--- config.mk ---
export PLATFORM = sky130hd
export DESIGN_NAME = digitizer_ascii_record_parser_top
export DESIGN_NICKNAME = d
export VERILOG_FILES = /design/src/hdl/dar_pkg.sv /design/src/hdl/digitizer_ascii_record_parser_top.sv /design/src/hdl/dar_front.sv /design/src/hdl/dar_line_cmp.sv /design/src/hdl/dar_scale.sv /design/src/hdl/dar_out_fifo.sv
export SDC_FILE = /design/constraint.sdc
export NUM_CORES = 2
export LEC_CHECK = 0
export ABC_AREA = 0
export BUFFER_PORTS_ARGS = -buffer_cell sky130_fd_sc_hd__buf_4
export CORE_MARGIN = 3
export CORE_UTILIZATION = 50
export CTS_BUF_LIST = sky130_fd_sc_hd__clkbuf_2 sky130_fd_sc_hd__clkbuf_4 sky130_fd_sc_hd__clkbuf_8
export DETAILED_ROUTE_END_ITERATION = 8
export PLACE_DENSITY = 0.68
export REMOVE_ABC_BUFFERS = 1
export SETUP_SLACK_MARGIN = 0.15
export SLEW_MARGIN = 10
export SYNTH_ARGS = -nofsm -noshare
export SYNTH_HDL_FRONTEND = slang
export SYNTH_HIERARCHICAL = 1
export SYNTH_SLANG_ARGS = --single-unit
--- constraint.sdc ---
create_clock -name clk -period 5.9 [get_ports clk]
set_input_delay 0.295 -clock clk [delete_from_list [all_inputs] [get_ports clk]]
set_output_delay 0.295 -clock clk [all_outputs]
set_load 0.02 [all_outputs]
--- src/hdl/dar_pkg.sv ---
// shared types and constants for the digitizer ascii record parser
package dar_pkg;

    localparam int LINE_MAX = 32;
    localparam int ADDR_W   = $clog2(LINE_MAX);
    localparam int LEN_W    = $clog2(LINE_MAX + 1);

    localparam int BYTE_W   = 8;
    localparam int CHAR_W   = 7;
    localparam int ACC_W    = 15;
    localparam int ACC_XW   = ACC_W + 4;
    localparam int POS_W    = 17;
    localparam int BTN_W    = 4;
    localparam int FIELD_W  = 2;

    localparam int OUT_FIELDS_W = 2 * POS_W + BTN_W;
    localparam int OUT_TDATA_W  = ((OUT_FIELDS_W + 7) / 8) * 8;

    localparam logic [CHAR_W-1:0] CH_LF    = 7'h0a;
    localparam logic [CHAR_W-1:0] CH_CR    = 7'h0d;
    localparam logic [CHAR_W-1:0] CH_COMMA = 7'h2c;
    localparam logic [CHAR_W-1:0] CH_0     = 7'h30;
    localparam logic [CHAR_W-1:0] CH_9     = 7'h39;

    localparam logic [ACC_W-1:0] ACC_SAT = 15'd32767;

    localparam logic [FIELD_W-1:0] FIELD_X     = 2'd0;
    localparam logic [FIELD_W-1:0] FIELD_Y     = 2'd1;
    localparam logic [FIELD_W-1:0] FIELD_BTN   = 2'd2;
    localparam logic [FIELD_W-1:0] FIELD_EXTRA = 2'd3;

    // floor(v * 1.862) == (v * SCALE_MULT) >> SCALE_SHIFT for every 15-bit v
    localparam int SCALE_SHIFT = 24;
    localparam int MULT_W      = 25;
    localparam int PROD_W      = ACC_W + MULT_W;
    localparam logic [MULT_W-1:0] SCALE_MULT = 25'd31239177;
    localparam logic [POS_W-1:0]  POS_OFFSET = 17'd2048;

    // one character on its way from the parser to the line compare stage
    typedef struct packed {
        logic              valid;
        logic              is_lf;
        logic              stored;
        logic [LEN_W-1:0]  idx;
        logic [CHAR_W-1:0] ch;
        logic              bad;
        logic [LEN_W-1:0]  len;
        logic [ACC_W-1:0]  acc_x;
        logic [ACC_W-1:0]  acc_y;
        logic [ACC_W-1:0]  acc_btn;
    } char_item_t;

    // raw values of a line that produces a result
    typedef struct packed {
        logic             valid;
        logic [ACC_W-1:0] acc_x;
        logic [ACC_W-1:0] acc_y;
        logic [ACC_W-1:0] acc_btn;
    } raw_res_t;

    typedef struct packed {
        logic [BTN_W-1:0]        button_mask;
        logic signed [POS_W-1:0] pos_y;
        logic signed [POS_W-1:0] pos_x;
    } result_t;

endpackage

--- src/hdl/digitizer_ascii_record_parser_top.sv ---
// top level of the digitizer ascii record parser
//
// takes one serial character per request (bit 7 ignored), hunts for the first
// line feed, then collects lines of digits, commas, cr and lf. each accepted line
// is parsed as "x,y,button" and gives one result request: pos_x and pos_y as
// floor(v*1.862)-2048 (v saturates at 32767) and the button code remapped
// 1->8, 2->4, 4->2, 8->1, anything else 0. a line with any other character, or
// longer than LINE_MAX characters including its lf, is dropped and the parser
// hunts for the next line feed again. a line identical to the last accepted line
// gives no result. empty fields are skipped, fields past the third are ignored and
// cr or lf ends a field's digits.
// rate: one character per clock while the output queue can take results. the
// line store is a pair of LINE_MAX-entry banks read once and written once per
// character, so it sets that rate. a result leaves through the compare stage,
// multiply stage and output queue once its line feed is taken. the input stalls
// only when the two-entry output queue is full and the sink is not taking results.
// no clearing pass after reset: the store is only read at entries of the last
// accepted line.
module digitizer_ascii_record_parser_top (
    input  logic                             clk,
    input  logic                             rst_n,
    input  logic                             s_axis_tvalid,
    output logic                             s_axis_tready,
    input  logic [dar_pkg::BYTE_W-1:0]       s_axis_tdata,  // [7:0] rx_byte
    output logic                             m_axis_tvalid,
    input  logic                             m_axis_tready,
    output logic [dar_pkg::OUT_TDATA_W-1:0]  m_axis_tdata   // [16:0] pos_x, [33:17] pos_y,
                                                            // [37:34] button_mask, rest 0
);
    import dar_pkg::*;

    logic              en;
    logic [ADDR_W-1:0] rd_addr;
    char_item_t        item;
    raw_res_t          raw_res;
    logic              scaled_valid;
    result_t           scaled;
    logic              fifo_push;
    result_t           out_res;

    // whole pipeline moves together; it holds only when the queue cannot take more
    assign s_axis_tready = en;
    assign fifo_push     = en && scaled_valid;

    // sync, character checks and field accumulation
    dar_front u_front (
        .clk      (clk),
        .rst_n    (rst_n),
        .en       (en),
        .in_valid (s_axis_tvalid),
        .in_data  (s_axis_tdata),
        .rd_addr  (rd_addr),
        .item     (item)
    );

    // line store, repeat detection and end-of-line decision
    dar_line_cmp u_line_cmp (
        .clk     (clk),
        .rst_n   (rst_n),
        .en      (en),
        .rd_addr (rd_addr),
        .item    (item),
        .res     (raw_res)
    );

    // fixed-point scaling and button remap
    dar_scale u_scale (
        .clk       (clk),
        .rst_n     (rst_n),
        .en        (en),
        .res       (raw_res),
        .out_valid (scaled_valid),
        .out_data  (scaled)
    );

    // output queue parts the pipeline from the sink
    dar_out_fifo u_out_fifo (
        .clk       (clk),
        .rst_n     (rst_n),
        .push      (fifo_push),
        .push_data (scaled),
        .can_push  (en),
        .out_valid (m_axis_tvalid),
        .out_ready (m_axis_tready),
        .out_data  (out_res)
    );

    assign m_axis_tdata = OUT_TDATA_W'({out_res.button_mask, out_res.pos_y, out_res.pos_x});

endmodule

--- src/hdl/dar_front.sv ---
// character front end: line sync, validation and decimal field accumulation
module dar_front (
    input  logic                        clk,
    input  logic                        rst_n,
    input  logic                        en,
    input  logic                        in_valid,
    input  logic [dar_pkg::BYTE_W-1:0]  in_data,
    output logic [dar_pkg::ADDR_W-1:0]  rd_addr,
    output dar_pkg::char_item_t         item
);
    import dar_pkg::*;

    logic               accept;
    logic [CHAR_W-1:0]  c;
    logic               is_digit;
    logic               is_comma;
    logic               is_lf;
    logic               is_end;
    logic               ok_char;
    logic               len_ok;

    logic               synced_reg, synced_next;
    logic               line_bad_reg, line_bad_next;
    logic [LEN_W-1:0]   line_len_reg, line_len_next;
    logic [FIELD_W-1:0] field_idx_reg, field_idx_next;
    logic               field_open_reg, field_open_next;
    logic               field_stop_reg, field_stop_next;
    logic [ACC_W-1:0]   acc_x_reg, acc_x_next;
    logic [ACC_W-1:0]   acc_y_reg, acc_y_next;
    logic [ACC_W-1:0]   acc_btn_reg, acc_btn_next;
    char_item_t         item_reg, item_next;

    logic [ACC_W-1:0]   acc_sel;
    logic [ACC_XW-1:0]  acc_wide;
    logic [ACC_W-1:0]   acc_new;
    logic               stop_eff;

    assign accept  = en && in_valid;
    assign c       = in_data[CHAR_W-1:0];
    assign rd_addr = line_len_reg[ADDR_W-1:0];
    assign item    = item_reg;

    always_comb
    begin
        is_digit = c inside {[CH_0:CH_9]};
        is_comma = (c == CH_COMMA);
        is_lf    = (c == CH_LF);
        is_end   = (c == CH_CR) || is_lf;
        ok_char  = is_digit || is_comma || is_end;
        len_ok   = (line_len_reg < LEN_W'(LINE_MAX));

        case (field_idx_reg)
            FIELD_X: acc_sel = acc_x_reg;
            FIELD_Y: acc_sel = acc_y_reg;
            default: acc_sel = acc_btn_reg;
        endcase
        acc_wide = ACC_XW'(acc_sel) * ACC_XW'(10) + ACC_XW'(c[3:0]);
        acc_new  = (acc_wide > ACC_XW'(ACC_SAT)) ? ACC_SAT : acc_wide[ACC_W-1:0];

        synced_next     = synced_reg;
        line_bad_next   = line_bad_reg;
        line_len_next   = line_len_reg;
        field_idx_next  = field_idx_reg;
        field_open_next = field_open_reg;
        field_stop_next = field_stop_reg;
        acc_x_next      = acc_x_reg;
        acc_y_next      = acc_y_reg;
        acc_btn_next    = acc_btn_reg;
        stop_eff        = field_open_reg && field_stop_reg;

        if (synced_reg)
        begin
            line_bad_next = line_bad_reg || !ok_char || !len_ok;
            if (len_ok)
                line_len_next = line_len_reg + LEN_W'(1);

            if (is_comma)
            begin
                if (field_open_reg)
                begin
                    field_open_next = 1'b0;
                    if (field_idx_reg != FIELD_EXTRA)
                        field_idx_next = field_idx_reg + FIELD_W'(1);
                end
            end
            else
            begin
                field_open_next = 1'b1;
                field_stop_next = stop_eff;
                if (is_end)
                    field_stop_next = 1'b1;
                else if (is_digit && !stop_eff)
                begin
                    case (field_idx_reg)
                        FIELD_X:   acc_x_next   = acc_new;
                        FIELD_Y:   acc_y_next   = acc_new;
                        FIELD_BTN: acc_btn_next = acc_new;
                        default:   ;
                    endcase
                end
            end
        end

        item_next         = '0;
        item_next.valid   = accept && synced_reg;
        item_next.is_lf   = is_lf;
        item_next.stored  = len_ok;
        item_next.idx     = line_len_reg;
        item_next.ch      = c;
        item_next.bad     = line_bad_next;
        item_next.len     = line_len_next;
        item_next.acc_x   = acc_x_next;
        item_next.acc_y   = acc_y_next;
        item_next.acc_btn = acc_btn_next;

        // line feed closes the line (or ends the sync hunt) and starts afresh
        if (is_lf)
        begin
            synced_next     = synced_reg ? !line_bad_next : 1'b1;
            line_bad_next   = 1'b0;
            line_len_next   = '0;
            field_idx_next  = FIELD_X;
            field_open_next = 1'b0;
            field_stop_next = 1'b0;
            acc_x_next      = '0;
            acc_y_next      = '0;
            acc_btn_next    = '0;
        end
    end

    always_ff @(posedge clk or negedge rst_n)
    begin
        if (!rst_n)
        begin
            synced_reg     <= 1'b0;
            line_bad_reg   <= 1'b0;
            line_len_reg   <= '0;
            field_idx_reg  <= FIELD_X;
            field_open_reg <= 1'b0;
            field_stop_reg <= 1'b0;
            acc_x_reg      <= '0;
            acc_y_reg      <= '0;
            acc_btn_reg    <= '0;
            item_reg       <= '0;
        end
        else if (en)
        begin
            item_reg <= item_next;
            if (accept)
            begin
                synced_reg     <= synced_next;
                line_bad_reg   <= line_bad_next;
                line_len_reg   <= line_len_next;
                field_idx_reg  <= field_idx_next;
                field_open_reg <= field_open_next;
                field_stop_reg <= field_stop_next;
                acc_x_reg      <= acc_x_next;
                acc_y_reg      <= acc_y_next;
                acc_btn_reg    <= acc_btn_next;
            end
        end
    end

endmodule

--- src/hdl/dar_line_cmp.sv ---
// two-bank line store with repeat-line detection and end-of-line decision
module dar_line_cmp (
    input  logic                       clk,
    input  logic                       rst_n,
    input  logic                       en,
    input  logic [dar_pkg::ADDR_W-1:0] rd_addr,
    input  dar_pkg::char_item_t        item,
    output dar_pkg::raw_res_t          res
);
    import dar_pkg::*;

    logic [CHAR_W-1:0] mem0 [LINE_MAX];
    logic [CHAR_W-1:0] mem1 [LINE_MAX];
    logic [CHAR_W-1:0] q0_reg;
    logic [CHAR_W-1:0] q1_reg;

    logic              bank_sel_reg, bank_sel_next;
    logic              prev_valid_reg, prev_valid_next;
    logic [LEN_W-1:0]  prev_len_reg, prev_len_next;
    logic              differs_reg, differs_next;

    // bypass for a read issued in the same cycle as the write to that entry
    logic              fwd_valid_reg;
    logic              fwd_bank_reg;
    logic [ADDR_W-1:0] fwd_addr_reg;
    logic [CHAR_W-1:0] fwd_data_reg;

    logic              prv;
    logic [ADDR_W-1:0] wr_addr;
    logic              wr_en;
    logic [CHAR_W-1:0] rd_data;
    logic              cmp_diff;
    logic              diff_now;
    logic              line_new;
    logic              fire;

    assign wr_addr = item.idx[ADDR_W-1:0];
    assign wr_en   = item.valid && item.stored;

    always_comb
    begin
        prv = ~bank_sel_reg;
        rd_data = prv ? q1_reg : q0_reg;
        if (fwd_valid_reg && (fwd_bank_reg == prv) && (fwd_addr_reg == wr_addr))
            rd_data = fwd_data_reg;

        cmp_diff = item.stored &&
                   (!prev_valid_reg || (item.idx >= prev_len_reg) || (rd_data != item.ch));
        diff_now = differs_reg || cmp_diff;
        line_new = diff_now || !prev_valid_reg || (item.len != prev_len_reg);
        fire     = item.valid && item.is_lf && !item.bad && line_new;

        res.valid   = fire;
        res.acc_x   = item.acc_x;
        res.acc_y   = item.acc_y;
        res.acc_btn = item.acc_btn;

        bank_sel_next   = bank_sel_reg;
        prev_valid_next = prev_valid_reg;
        prev_len_next   = prev_len_reg;
        differs_next    = differs_reg;
        if (item.valid)
            differs_next = item.is_lf ? 1'b0 : diff_now;
        if (fire)
        begin
            bank_sel_next   = prv;
            prev_valid_next = 1'b1;
            prev_len_next   = item.len;
        end
    end

    always_ff @(posedge clk)
    begin
        if (en)
        begin
            q0_reg <= mem0[rd_addr];
            q1_reg <= mem1[rd_addr];
            if (wr_en)
            begin
                if (bank_sel_reg)
                    mem1[wr_addr] <= item.ch;
                else
                    mem0[wr_addr] <= item.ch;
            end
            fwd_bank_reg <= bank_sel_reg;
            fwd_addr_reg <= wr_addr;
            fwd_data_reg <= item.ch;
        end
    end

    always_ff @(posedge clk or negedge rst_n)
    begin
        if (!rst_n)
        begin
            bank_sel_reg   <= 1'b0;
            prev_valid_reg <= 1'b0;
            prev_len_reg   <= '0;
            differs_reg    <= 1'b0;
            fwd_valid_reg  <= 1'b0;
        end
        else if (en)
        begin
            bank_sel_reg   <= bank_sel_next;
            prev_valid_reg <= prev_valid_next;
            prev_len_reg   <= prev_len_next;
            differs_reg    <= differs_next;
            fwd_valid_reg  <= wr_en;
        end
    end

endmodule

--- src/hdl/dar_scale.sv ---
// coordinate scaling multiply stage and button remap
module dar_scale (
    input  logic                clk,
    input  logic                rst_n,
    input  logic                en,
    input  dar_pkg::raw_res_t   res,
    output logic                out_valid,
    output dar_pkg::result_t    out_data
);
    import dar_pkg::*;

    logic              valid_reg;
    logic [PROD_W-1:0] prod_x_reg;
    logic [PROD_W-1:0] prod_y_reg;
    logic [BTN_W-1:0]  btn_reg;
    logic [BTN_W-1:0]  btn_next;

    always_comb
    begin
        case (res.acc_btn)
            ACC_W'(1): btn_next = BTN_W'(8);
            ACC_W'(2): btn_next = BTN_W'(4);
            ACC_W'(4): btn_next = BTN_W'(2);
            ACC_W'(8): btn_next = BTN_W'(1);
            default:   btn_next = '0;
        endcase
    end

    always_ff @(posedge clk or negedge rst_n)
    begin
        if (!rst_n)
            valid_reg <= 1'b0;
        else if (en)
            valid_reg <= res.valid;
    end

    always_ff @(posedge clk)
    begin
        if (en)
        begin
            prod_x_reg <= PROD_W'(res.acc_x) * PROD_W'(SCALE_MULT);
            prod_y_reg <= PROD_W'(res.acc_y) * PROD_W'(SCALE_MULT);
            btn_reg    <= btn_next;
        end
    end

    assign out_valid            = valid_reg;
    assign out_data.pos_x       = $signed(POS_W'(prod_x_reg[PROD_W-1:SCALE_SHIFT]) - POS_OFFSET);
    assign out_data.pos_y       = $signed(POS_W'(prod_y_reg[PROD_W-1:SCALE_SHIFT]) - POS_OFFSET);
    assign out_data.button_mask = btn_reg;

endmodule

--- src/hdl/dar_out_fifo.sv ---
// two-entry result queue in front of the output port
module dar_out_fifo (
    input  logic              clk,
    input  logic              rst_n,
    input  logic              push,
    input  dar_pkg::result_t  push_data,
    output logic              can_push,
    output logic              out_valid,
    input  logic              out_ready,
    output dar_pkg::result_t  out_data
);
    import dar_pkg::*;

    result_t     entry_reg [2];
    logic        wr_ptr_reg;
    logic        rd_ptr_reg;
    logic [1:0]  count_reg, count_next;
    logic        pop;

    assign out_valid = (count_reg != 2'd0);
    assign pop       = out_valid && out_ready;
    assign can_push  = (count_reg != 2'd2) || out_ready;
    assign out_data  = entry_reg[rd_ptr_reg];

    always_comb
    begin
        count_next = count_reg;
        if (push && !pop)
            count_next = count_reg + 2'd1;
        else if (!push && pop)
            count_next = count_reg - 2'd1;
    end

    always_ff @(posedge clk)
    begin
        if (push)
            entry_reg[wr_ptr_reg] <= push_data;
    end

    always_ff @(posedge clk or negedge rst_n)
    begin
        if (!rst_n)
        begin
            wr_ptr_reg <= 1'b0;
            rd_ptr_reg <= 1'b0;
            count_reg  <= 2'd0;
        end
        else
        begin
            if (push)
                wr_ptr_reg <= ~wr_ptr_reg;
            if (pop)
                rd_ptr_reg <= ~rd_ptr_reg;
            count_reg <= count_next;
        end
    end

endmodule

==> impl_results.md <==
* Run status: finished clean
* I/O pin cnt at 54
* Buffering stage count on the worst path with inverters included at 4
* Total wire length after detailed routing at 90300 um
* Horizontal die dimension at 295 um
* Final setup violation count at 0
* Ordered list of cells on the worst path: fa_1 > fa_1 > inv_1 > fa_1 > inv_2 > fa_1 > inv_2 > fa_1 > inv_2 > fa_1 > ha_4 > nand2_4 > a21oi_4 > nand2_2 > o2111ai_4 > a31oi_2 > o31a_1 > o21bai_1 > xor2_1
* Adder and majority cell fraction of the synthesized area at 19.9%
* End-of-flow core utilization at between 50 and 60%
* Net count of the finished layout at 3656
* Power density cells at 360 mW/mm2
* Max-Slew Margin vs Limit at 22.1%
* Critical Path Fanout Max at 3
* Maximum VDD drop at approximately 0.23 mV
* DRT antenna net count at 0
* Longest Clk Path Bufs at 3
* Final HPWL DP at ~64000 um
* Via count at 24.4k
* Critical path endpoint category: flop
* Library cells used by synthesis at 93
* Clock tree from TritonCTS: done
* Switch Pwr at 5.52 mW
* Height of the chip at 295 um
* Fin crit period at 5580 ps
* Proportion of layout cells with a drive suffix above 1 at 19.7%
* Cells taking the most area after synthesis: sky130_fd_sc_hd__edfxtp_1, sky130_fd_sc_hd__ha_1, sky130_fd_sc_hd__fa_1
* Cell with the most instances after synthesis: sky130_fd_sc_hd__edfxtp_1
* Pin count of the biggest net entering global routing at 83
* Ranking of synthesized cells by instance count: sky130_fd_sc_hd__edfxtp_1, sky130_fd_sc_hd__inv_1, sky130_fd_sc_hd__ha_1
* Tightest Pin Transition at about 1200 ps
* Post-Syn Instances at 3014
* Final Total Pwr at between 15 and 20 mW
* Simple-gate area share of the yosys netlist at 5.62%
* Number of buffers created by CTS at ~110
* Number of sinks on the clock net at 727
* Final critical-path share of the clock period at a little over nine tenths
* Data required, critical path at between 6000 and 7000 ps
* Setup repair after global routing missed its margin: yes
* Cell type with the highest aggregate area in the netlist: sky130_fd_sc_hd__edfxtp_1
* Post-CTS clock slew at the launch and capture registers of the worst setup and hold paths at 60 ps
* Peak Freq at 179 MHz
* Part of the power in combinational logic at 33.9%
* Count of synthesis-stage warnings from yosys at 6
* Initial core utilization at about half
* Worst clock skew at 69.1 ps
* # Max-Cap Violations at 0
* Number of hold violations in the final report at 0
* Global-route wire length before repair at 143000 um
* Count of buffers inserted at the top-level ports at 50
* Mux cell area share after synthesis at approximately a tenth
* Number of storage elements in the synthesis netlist at 727
* Critical path start-end classification: flop to flop
* Area of the die at 0.0872 mm2
* Worst endpoint data arrival time at around 6000 ps
* Kind of cell adding the most delay to the critical path: adder cells
* Number of instances in the placed design at 4037
* Synthesized-area fraction occupied by ao, oa, aoi and oai cells at 6.41%
* Reg power frac at 40.5%
* Count of standard-cell rows at 105
* Final Max Slew Viols at 0
* Share of synthesized area occupied by flip-flops and latches at approximately half
* CP dominant cell by count: sky130_fd_sc_hd__fa_1
* Biggest cell delay along the critical path at 530 ps
* Via count of the first global-routing pass at between 20k and 30k
* Slowest cell on the critical path: sky130_fd_sc_hd__fa_1
* Final Instance Count excl. Fillers at around 4.3k
* Root cell of the clock tree: sky130_fd_sc_hd__clkbuf_8
* Routed len/inst at 21.2 um
* Fraction of registers with async set or reset after synthesis at 19.3%
* DRC marker count from the first detailed-route iteration at 1731
* CTS H-tree lvls at 3
* Number of iterations in the first detailed-routing pass at 5
* Dominant combinational cell family by area after synthesis: adder cells
* Vias per Instance at 5.72
* Cell Int Power at 11.0 mW
* Clock latency on the worst-skew pair at roughly 800 ps
* Post-synthesis average cell area at 13.9 um2
* Total routing usage reported by global routing at 21.0%
* Power share of the clock group at 25.5%
* Number of enable flip-flop cells after synthesis at between 500 and 600
* Area of the core at 0.0825 mm2
* Worst Setup Start Kind: flop
* Initial antenna violation count at 3
* Post-route DRC at 0
* XOR/XNOR share of the synthesized area at 1.63%
* Switching Share at 33.3%
* Total gr overflow at 0
* Portion of synthesized cell area occupied by the leading cell type at about 42%
* Class of the tightest hold or removal check: input pin to async pin
* Leak Pwr at 19.1 nW
* Placer's final routability congestion estimate at 0.940
* Commonest register cell after synthesis: sky130_fd_sc_hd__edfxtp_1
* Summed instance area of the synthesized netlist at around 0.042 mm2
* Syn-to-layout area delta at 9.75%
[cells in the final DEF, fill, tap and decap left out, types with 10 or more instances in the layout]
cell and n:
sky130_fd_sc_hd__and2_1 10, sky130_fd_sc_hd__o21ai_1 56, sky130_fd_sc_hd__nand4_1 18, sky130_fd_sc_hd__fa_1 206
sky130_fd_sc_hd__mux2_2 67, sky130_fd_sc_hd__a22oi_1 23, sky130_fd_sc_hd__clkinv_2 13, sky130_fd_sc_hd__nand3b_1 27
sky130_fd_sc_hd__nor2_1 141, sky130_fd_sc_hd__a21oi_1 64, sky130_fd_sc_hd__dfrtp_2 13, sky130_fd_sc_hd__nand3_1 50
sky130_fd_sc_hd__dfrtp_1 125, sky130_fd_sc_hd__dlygate4sd3_1 10, sky130_fd_sc_hd__edfxtp_1 587, sky130_fd_sc_hd__mux2_4 10
sky130_fd_sc_hd__a21o_1 20, sky130_fd_sc_hd__xor2_1 29, sky130_fd_sc_hd__clkbuf_8 112, sky130_fd_sc_hd__clkinv_1 22
sky130_fd_sc_hd__o211ai_1 13, sky130_fd_sc_hd__nand2_1 132, sky130_fd_sc_hd__o221ai_1 25, sky130_fd_sc_hd__a31oi_1 20
sky130_fd_sc_hd__nor3_1 21, sky130_fd_sc_hd__clkbuf_4 40, sky130_fd_sc_hd__ha_4 10, sky130_fd_sc_hd__ha_1 319
sky130_fd_sc_hd__o21ai_0 58, sky130_fd_sc_hd__inv_1 415, sky130_fd_sc_hd__xnor2_1 49, sky130_fd_sc_hd__mux4_2 140
sky130_fd_sc_hd__buf_4 125
[metrics by stage]
stage | TNS [ps] | cell area [um2] | hold WS, ps | worst slack (ps)
final | 0 | 46000 | 110 | 320
after global routing | 0 | 46000 | 148 | 101
after CTS | 0 | 45600 | 78.6 | 121
after detailed placement | -59.5 | 43200 | 316 | -59.5
after global placement | 0 | 43200 | 313 | 46.3
after floorplan | -2510 | 40900 | -0.591 | -179
[worst paths after layout]
kind	from	to	slack [ps]	cells past startpoint
setup / recovery	u_front/item[33]	u_scale/prod_x_reg[34]	320	19
hold / removal	rst_n	u_front/acc_btn_reg[12]	110	2
setup reg to reg	u_front/item[33]	u_scale/prod_x_reg[34]	320	19
hold reg to reg	u_scale/prod_y_reg[24]	u_out_fifo/entry_reg[0][17]	440	0
max in group asynchronous	rst_n	u_front/line_len_reg[1]	4170	3
min in group clk	s_axis_tdata[4]	u_front/item[56]	400	3
[worst reg2reg max path, delay by kind of cell (launching register included)]
kind                       cells  cell delay (ps)
AOI/OAI and AO/OA              5             1080
DFF                            1              400
xor gates and xnor gates       1               90
and+or+nand+nor                2              150
adders and majority gates      7             3360
buffers and inverters          4              180
[kinds of logic after synthesis]
kind of cell	Yosys count
simple gates	477
other cells	1
compound gates	380
buf+inv	584
flops	727
fa+ha+maj	541
xor+xnor	78
mux	226
[repair_timing]
item                                    in CTS  in global routing
endpoints found under the setup margin      11                 18
hold endpoints to repair                    76                  0
hold buffers                                10                  0
buffers inserted                             2                 10
pin swaps                                    2                 36
resized for setup                           10                 60
gates cloned                                 0                  0
[routing by layer]
layer  GRT usage, %  vias to the layer above  share of wire [%]
li1               -                    11002                  -
met1           27.6                    12419                 42
met2           36.2                      753                 50
met3           3.28                      188                5.0
met4           6.52                        2                2.9
met5              0                        -              0.014
[power by group through the flow]
stage	Sequential [mW]	Combinational (mW)	Clock (mW)
6_report	6.71	5.62	4.23
5_1_grt	6.77	6.24	4.56
4_1_cts	6.72	5.45	4.34
3_5_place_dp	6.82	5.39	0
3_3_place_gp	6.78	5.25	0
2_1_floorplan	6.91	3.79	0
[final cells by class]
class                           instances  area, um2
Antenna cell                            1       2.50
Clock buffer                          152       1840
Clock inverter                         48        432
Fill cell                            6635      36600
Inverter                              421       1580
Multi-Input combinational cell       1704      18500
Sequential cell                       727      21200
Tap cell                             1070       1340
Timing Repair Buffer                  137       1070
Note: power is estimated with default switching activity, not from simulation.
